[config.mk]
export PLATFORM = sky130hd
export DESIGN_NAME = llsp_cell
export DESIGN_NICKNAME = d
export VERILOG_FILES = /design/src/sv/llsp_pkg.sv /design/src/sv/llsp_cell.sv
export SDC_FILE = /design/constraint.sdc
export NUM_CORES = 1
export LEC_CHECK = 0
export ABC_CLOCK_PERIOD_IN_PS = 6500
export BUFFER_PORTS_ARGS = -buffer_cell sky130_fd_sc_hd__buf_4
export CAP_MARGIN = 20
export CELL_PAD_IN_SITES_DETAIL_PLACEMENT = 1
export CELL_PAD_IN_SITES_GLOBAL_PLACEMENT = 2
export CORE_MARGIN = 3
export CORE_UTILIZATION = 30
export CTS_CLUSTER_SIZE = 14
export DETAILED_ROUTE_END_ITERATION = 7
export HOLD_SLACK_MARGIN = 0.06
export PLACE_DENSITY_LB_ADDON = 0.2
export SLEW_MARGIN = 40
export SYNTH_ARGS = -nofsm -noshare
export SYNTH_HDL_FRONTEND = slang
export SYNTH_SLANG_ARGS = --single-unit
[constraint.sdc]
create_clock -name clk_i -period 6.5 [get_ports clk_i]
set_input_delay 1.625 -clock clk_i [delete_from_list [all_inputs] [get_ports clk_i]]
set_output_delay 1.625 -clock clk_i [all_outputs]
set_load 0.005 [all_outputs]
[src/sv/llsp_pkg.sv]
`default_nettype none

package llsp_pkg;

  localparam int unsigned TABLE_ENTRIES = 16;
  localparam int unsigned IDX_W = (TABLE_ENTRIES > 1) ? $clog2(TABLE_ENTRIES) : 1;

  localparam int unsigned ID_W   = 16;
  localparam int unsigned TYPE_W = 16;
  localparam int unsigned LOAD_W = 16;
  localparam int unsigned SOCK_W = 32;

  typedef enum logic {
    CMD_UPDATE = 1'b0,
    CMD_SELECT = 1'b1
  } cmd_e;

  typedef enum logic [1:0] {
    STATUS_OK       = 2'd0,
    STATUS_NO_MATCH = 2'd1,
    STATUS_FULL     = 2'd2
  } status_e;

  // item traveling down the row of cells
  typedef struct packed {
    logic               active;
    cmd_e               cmd;
    logic [ID_W-1:0]    id;
    logic [TYPE_W-1:0]  srv_type;
    logic [LOAD_W-1:0]  load;
    logic [SOCK_W-1:0]  sock;
    logic [TYPE_W-1:0]  want;
    logic               hit;
    logic               free_ok;
    logic [IDX_W-1:0]   free_idx;
    logic               best_ok;
    logic [IDX_W-1:0]   best_idx;
    logic [ID_W-1:0]    best_id;
    logic [TYPE_W-1:0]  best_type;
    logic [LOAD_W-1:0]  best_load;
    logic [SOCK_W-1:0]  best_sock;
  } probe_t;

  // write-back to one cell once the scan is over
  typedef struct packed {
    logic               en;
    cmd_e               op;
    logic [IDX_W-1:0]   idx;
    logic [ID_W-1:0]    id;
    logic [TYPE_W-1:0]  srv_type;
    logic [LOAD_W-1:0]  load;
    logic [SOCK_W-1:0]  sock;
  } commit_t;

  function automatic logic [LOAD_W-1:0] sat_inc(input logic [LOAD_W-1:0] val);
    logic [LOAD_W-1:0] res;
    res = (val == {LOAD_W{1'b1}}) ? val : val + LOAD_W'(1);
    return res;
  endfunction

endpackage

`default_nettype wire

[src/sv/llsp_cell.sv]
`default_nettype none

module llsp_cell
  import llsp_pkg::*;
(
  input  wire logic             clk_i,
  input  wire logic             rst_ni,
  input  wire logic [IDX_W-1:0] my_idx_i,
  input  wire probe_t           probe_i,
  input  wire commit_t          commit_i,
  output probe_t                probe_o
);

  logic              valid_q;
  logic [ID_W-1:0]   id_q;
  logic [TYPE_W-1:0] type_q;
  logic [LOAD_W-1:0] load_q;
  logic [SOCK_W-1:0] sock_q;

  probe_t            probe_d;
  probe_t            probe_q;
  logic              upd_hit;
  logic              sel_match;
  logic              sel_better;
  logic              commit_me;

  assign upd_hit = probe_i.active && (probe_i.cmd == CMD_UPDATE) && valid_q &&
                   (id_q == probe_i.id);
  assign sel_match = probe_i.active && (probe_i.cmd == CMD_SELECT) && valid_q &&
                     ((type_q & probe_i.want) != '0);
  assign sel_better = !probe_i.best_ok || (load_q < probe_i.best_load) ||
                      ((load_q == probe_i.best_load) && (id_q < probe_i.best_id));
  assign commit_me = commit_i.en && (commit_i.idx == my_idx_i);

  always_comb begin
    probe_d = probe_i;
    if (upd_hit) begin
      probe_d.hit = 1'b1;
    end
    if (probe_i.active && (probe_i.cmd == CMD_UPDATE) && !valid_q && !probe_i.free_ok) begin
      probe_d.free_ok  = 1'b1;
      probe_d.free_idx = my_idx_i;
    end
    if (sel_match && sel_better) begin
      probe_d.best_ok   = 1'b1;
      probe_d.best_idx  = my_idx_i;
      probe_d.best_id   = id_q;
      probe_d.best_type = type_q;
      probe_d.best_load = load_q;
      probe_d.best_sock = sock_q;
    end
  end

  always_ff @(posedge clk_i or negedge rst_ni) begin
    if (!rst_ni) begin
      probe_q <= '0;
      valid_q <= 1'b0;
    end else begin
      probe_q <= probe_d;
      if (commit_me && (commit_i.op == CMD_UPDATE)) begin
        valid_q <= 1'b1;
      end
    end
  end

  always_ff @(posedge clk_i) begin
    if (upd_hit) begin
      load_q <= probe_i.load;
      sock_q <= probe_i.sock;
    end else if (commit_me) begin
      unique case (commit_i.op)
        CMD_UPDATE: begin
          id_q   <= commit_i.id;
          type_q <= commit_i.srv_type;
          load_q <= commit_i.load;
          sock_q <= commit_i.sock;
        end
        CMD_SELECT: begin
          load_q <= sat_inc(load_q);
        end
        default: begin
          load_q <= load_q;
        end
      endcase
    end
  end

  assign probe_o = probe_q;

endmodule

`default_nettype wire

## After elaboration in Yosys (flattened, before gate mapping)

Cells that the tools add are included.

- Input port bits: 281
- Output and inout bits: 189
- Word-level logic and storage cells: 66
- Bits in registers: 270

- Magnitude comparators: 2
- Add/subtract/negate cells: 1
- Bitwise logic cells: 4
- Reductions and logical operators: 22
- Eq/ne operators: 6
- Mux-type cells: 10

Operator list:

| cell | number |
|---|---|
| two-way mux 32 bit | 3 |
| two-way mux 85 bit | 1 |
| two-way mux 16 bit | 3 |
| equality test 16 bit | 2 |
| less-than comparator 16 bit | 2 |
| case mux 16 bit (2 select lines) | 1 |
| adder 16 x 1 -> 16 bit (second input constant) | 1 |
| bitwise AND 16 bit | 1 |
| equality test 16 bit (second input constant) | 1 |
| nonzero test 16 bit | 1 |
| logical AND 1 bit | 12 |
| two-way mux 5 bit | 1 |
| equality test 4 bit | 1 |
| AND reduction 2 bit | 2 |
| logical NOT 1 bit | 3 |
| != test 3 bit (second input constant) | 1 |
| NOT 1 bit | 3 |
| AND reduction 3 bit | 1 |
| logical OR 1 bit | 2 |
| != test 2 x 1 -> 1 bit (second input constant) | 1 |
| nonzero test 2 bit | 1 |
| two-way mux 1 bit | 1 |

## Logic depth before layout (Yosys ltp)

- Depth in word-level cells: 6
- Depth in mapped cells: 10
- Depth with buffers taken out: 8

## Worst setup path after synthesis

OpenSTA, ideal clock, no wires.

- Path type: input-to-reg
- Start: input port probe_i[183] in the netlist's numbering
- End: register sock_q[0] (enable)
- Setup time: 394 ps
- Arrival: 3,781 ps
- Slack: 2,325 ps
- Buffers on the path: 2
- Cell stages on the path: 7
- Data required time: 6,106 ps
- Path through: xor2_1 nor4_1 nand3_1 nor4_1 buf_2 buf_2 nand2b_1

- Word-level cells in the longest chain between the ends: 4
- Elaborated cells between the ends (all ways): 5
- Classes of those cells: eq/ne (2); reduce/logical (3)

RTL lines:

| what | line | text |
|---|---|---|
| start, declared | llsp_cell.sv:9 | `input wire probe_t probe_i,` |
| equality test 16 bit * | llsp_cell.sv:28 | `(id_q == probe_i.id);` |
| logical AND 1 bit * | llsp_cell.sv:27 | `assign upd_hit = probe_i.active && (probe_i.cmd == CMD_UPDATE) && valid_q &&` |
| != test 2 x 1 -> 1 bit (no line) / nonzero test 2 bit (equally long branches) | n/a |  |
| AND reduction 2 bit (no line) * | n/a |  |
| end signal, assigned | llsp_cell.sv:69 | `sock_q <= probe_i.sock;` |
| end signal, assigned | llsp_cell.sv:76 | `sock_q <= commit_i.sock;` |
| end, declared | llsp_cell.sv:18 | `logic [SOCK_W-1:0] sock_q;` |

Mark *: on every way between the ends. The rest lies on a longest branch, timed or not.
A chain may end at the register's enable or synchronous reset.

==> results.sh <==
export IMPL_dpl_hpwl_mm=27.6
export IMPL_clock_latency_ps=500
export IMPL_ys_seq_elements=270
export IMPL_gp_congestion=0.754
export IMPL_reg2reg_depth=8
export IMPL_crit_fanout=63
export IMPL_relSlewSlack=0.464
export IMPL_htreeDepth=2
export IMPL_syn_inst=663
export IMPL_max_freq_mhz=248
export IMPL_cp_required_ps=6870
export IMPL_drtAntennaViolNets=0
export IMPL_finalMaxSlewViolations=0
export IMPL_rsz0062_at_grt="false"
export IMPL_hold_end="probe_o[30]"
export IMPL_grt_pass1_wl_mm=50.9
export IMPL_end_kind="flip-flop"
export IMPL_route_vias_total=7259
export IMPL_syn_area_mm2=0.0104
export IMPL_wire_per_inst_um=22.0
export IMPL_core_area_mm2=0.0339
export IMPL_hp_class="reg -> reg"
export IMPL_ios=470
export IMPL_ys_types=39
export IMPL_cp_start_kind="input pin"
export IMPL_period_share=0.620
export IMPL_rows=67
export IMPL_antenna_found_initial=3
export IMPL_drt_total_wl_mm=35.8
export IMPL_die_area_mm2=0.0369
export IMPL_r2r_slack_ps=3170
export IMPL_clock_path_buffers=3
export IMPL_grt_start_max_net_pins=105
export IMPL_grt_pass1_vias=8012
export IMPL_drt_iter0_markers=198
export IMPL_maxCapViolations=0
export IMPL_fin_nets=1469
export IMPL_hold_depth=1
export IMPL_max_slew_worst_pin_slew_ps=798
export IMPL_power_mw=4.11
export IMPL_cts_root_buf="clkbuf_16"
export IMPL_setup_viol=0
export IMPL_setup_slack_ps=2470
export IMPL_vias_per_cell=4.45
export IMPL_die_w_um=192
export IMPL_start_util=0.307
export IMPL_yosysSeqAreaShare=0.689
export IMPL_cts_buffers=34
export IMPL_post_place_ws_ps=1970
export IMPL_cts_resized=0
export IMPL_syn_nets=976
export IMPL_hold_start="sock_q[30]"
export IMPL_ctsHoldBuffers=0
export IMPL_p_per_area_mw_per_mm2=266
export IMPL_utilization=0.457
export IMPL_final_cell_mix="buf_4 (471), dfrtp_1 (190), edfxtp_1 (80), mux2_2 (64), mux2_1 (56)"
export IMPL_power_leakage_nw=7.01
export IMPL_min_period_ps=4030
export IMPL_crit_slowest_cell="buf_6"
export IMPL_layout_commonest_cell="buf_4"
export IMPL_critical_path_class="in -> reg"
export IMPL_grt_overflow_total=0
export IMPL_r2r_end="probe_o[6]"
export IMPL_ir_worst_vdd_mv=0.217
export IMPL_fill_cells=3522
export IMPL_slowest_delay_ps=550
export IMPL_holdWs_ps=472
export IMPL_clk_pin_slew_ps=50
export IMPL_io_buffers=469
export IMPL_post_cts_setup_buffer_count=0
export IMPL_arrival_ps=4400
export IMPL_syn2layout_area_growth_pct=49.1
export IMPL_grt_usage=0.186
export IMPL_cts_tree="built"
export IMPL_first_pass_iters=4
export IMPL_fin_skew_ps=14.4
export IMPL_finalHoldViolations=0
export IMPL_die_h_um=192
export IMPL_r2r_start="load_q[14]"
export IMPL_finalSetupTns_ps=0
export IMPL_outcome="complete, no violations"
export IMPL_ys_warn_count=0
export IMPL_crit_chain="buf_4, inv_1, ha_1, nand4_1, nor4_2, o211ai_1, a211o_1, a31oi_4, buf_6, mux2_2"
export IMPL_syn_avg_cell_area_um2=15.7
export IMPL_drive_above_1_share=0.503
export IMPL_drc=0
export IMPL_cts_sinks=270
==> synthesized netlist by cell type <==
| library cell | n | area share |
|---|---|---|
| a211o_1 | 3 | 0.0025 |
| a211oi_1 | 1 | 0.00072 |
| a21o_1 | 2 | 0.0014 |
| a21oi_1 | 11 | 0.0053 |
| a221o_1 | 1 | 0.00096 |
| a221oi_1 | 4 | 0.0034 |
| a22o_1 | 4 | 0.0034 |
| a31oi_1 | 1 | 0.00060 |
| a31oi_4 | 1 | 0.0020 |
| and3_1 | 2 | 0.0012 |
| and4_1 | 2 | 0.0017 |
| buf_1 | 1 | 0.00036 |
| buf_12 | 1 | 0.0019 |
| buf_2 | 4 | 0.0019 |
| buf_4 | 2 | 0.0014 |
| buf_8 | 6 | 0.0087 |
| clkbuf_1 | 5 | 0.0018 |
| dfrtp_1 | 190 | 0.46 |
| edfxtp_1 | 80 | 0.23 |
| ha_1 | 32 | 0.039 |
| inv_1 | 36 | 0.013 |
| mux2_1 | 56 | 0.061 |
| mux2_2 | 64 | 0.069 |
| mux2i_1 | 8 | 0.0077 |
| nand2_1 | 32 | 0.012 |
| nand2b_1 | 7 | 0.0042 |
| nand3_1 | 11 | 0.0053 |
| nand4_1 | 11 | 0.0066 |
| nor2_1 | 8 | 0.0029 |
| nor3_1 | 4 | 0.0019 |
| nor4_1 | 5 | 0.0030 |
| nor4_2 | 1 | 0.0012 |
| o211ai_1 | 1 | 0.00072 |
| o21ai_0 | 29 | 0.014 |
| o21bai_1 | 1 | 0.00072 |
| o221ai_1 | 1 | 0.00084 |
| or2_2 | 1 | 0.00060 |
| xnor2_1 | 22 | 0.019 |
| xor2_1 | 12 | 0.010 |
==> worst max-delay path: cells and delay by family <==
family                     cells  cell delay [ps]
AOI/OAI and AO/OA              3              710
adders and majority gates      1              300
buffers and inverters          3              660
muxes                          1              410
and+or+nand+nor                2              580
==> power by group <==
part	total, mW	leakage (nW)	switching (mW)	internal [mW]
combinational	0.481	3.56	0.199	0.283
sequential	1.88	2.93	0.0343	1.84
clock	1.75	0.508	0.703	1.05
total	4.11	7.01	0.935	3.18
==> worst max path at each step <==
stage	from	slack, ps	to	cells past startpoint
2_1_floorplan	probe_i[183]	2330	sock_q[0]	7
6_report	probe_i[46]	2470	probe_o[6]	10
4_1_cts	probe_i[46]	2500	probe_o[6]	10
5_1_grt	probe_i[43]	2360	probe_o[6]	10
3_5_place_dp	probe_i[46]	1970	probe_o[6]	10
3_3_place_gp	probe_i[46]	1810	probe_o[5]	10
==> registers in the layout (all words and copies together) (netlist names) <==
| register | flops |
|---|---|
| sock_q | 32 |
| load_q | 16 |
| type_q | 16 |
| id_q | 16 |
| probe_o | 189 |
| valid_q | 1 |
==> metal layers <==
metal / up-vias / GRT usage / wire length, um
met5: - / 0 / 13
met4: 2 / 0.0602 / 1100
met3: 58 / 0.0642 / 3170
met2: 284 / 0.335 / 18700
met1: 3565 / 0.205 / 12900
li1: 3350 / - / -
==> per-stage QoR <==
stage | cells | cell area (um^2)
6_report | 1632 | 15500
2_1_floorplan | 663 | 10400
4_1_cts | 1629 | 15500
3_5_place_dp | 1568 | 14400
3_3_place_gp | 1566 | 14400
5_1_grt | 1631 | 15500
==> logic make-up (layout without fill, tap and decap cells) <==
kind of cell	after synthesis	in the layout	synth area share
DFF	270	270	0.689
muxes	128	128	0.138
and+or+nand+nor	84	84	0.0402
AOI/OAI and AO/OA	60	60	0.0366
buffers and inverters	55	573	0.0291
xor gates and xnor gates	34	34	0.0287
adders and majority gates	32	32	0.0385
other	0	3	0
==> area by class of cell <==
cell class,count,area (um^2),share of cell area
Multi-Input combinational cell,338,2950,0.191
Clock inverter,7,41.3,0.00267
Inverter,36,135,0.00873
Antenna cell,3,7.51,0.000485
Tap cell,448,561,0.0362
Timing Repair Buffer,476,3640,0.235
Sequential cell,270,7160,0.462
Clock buffer,54,997,0.0644
(Power assumes the default switching activity.)
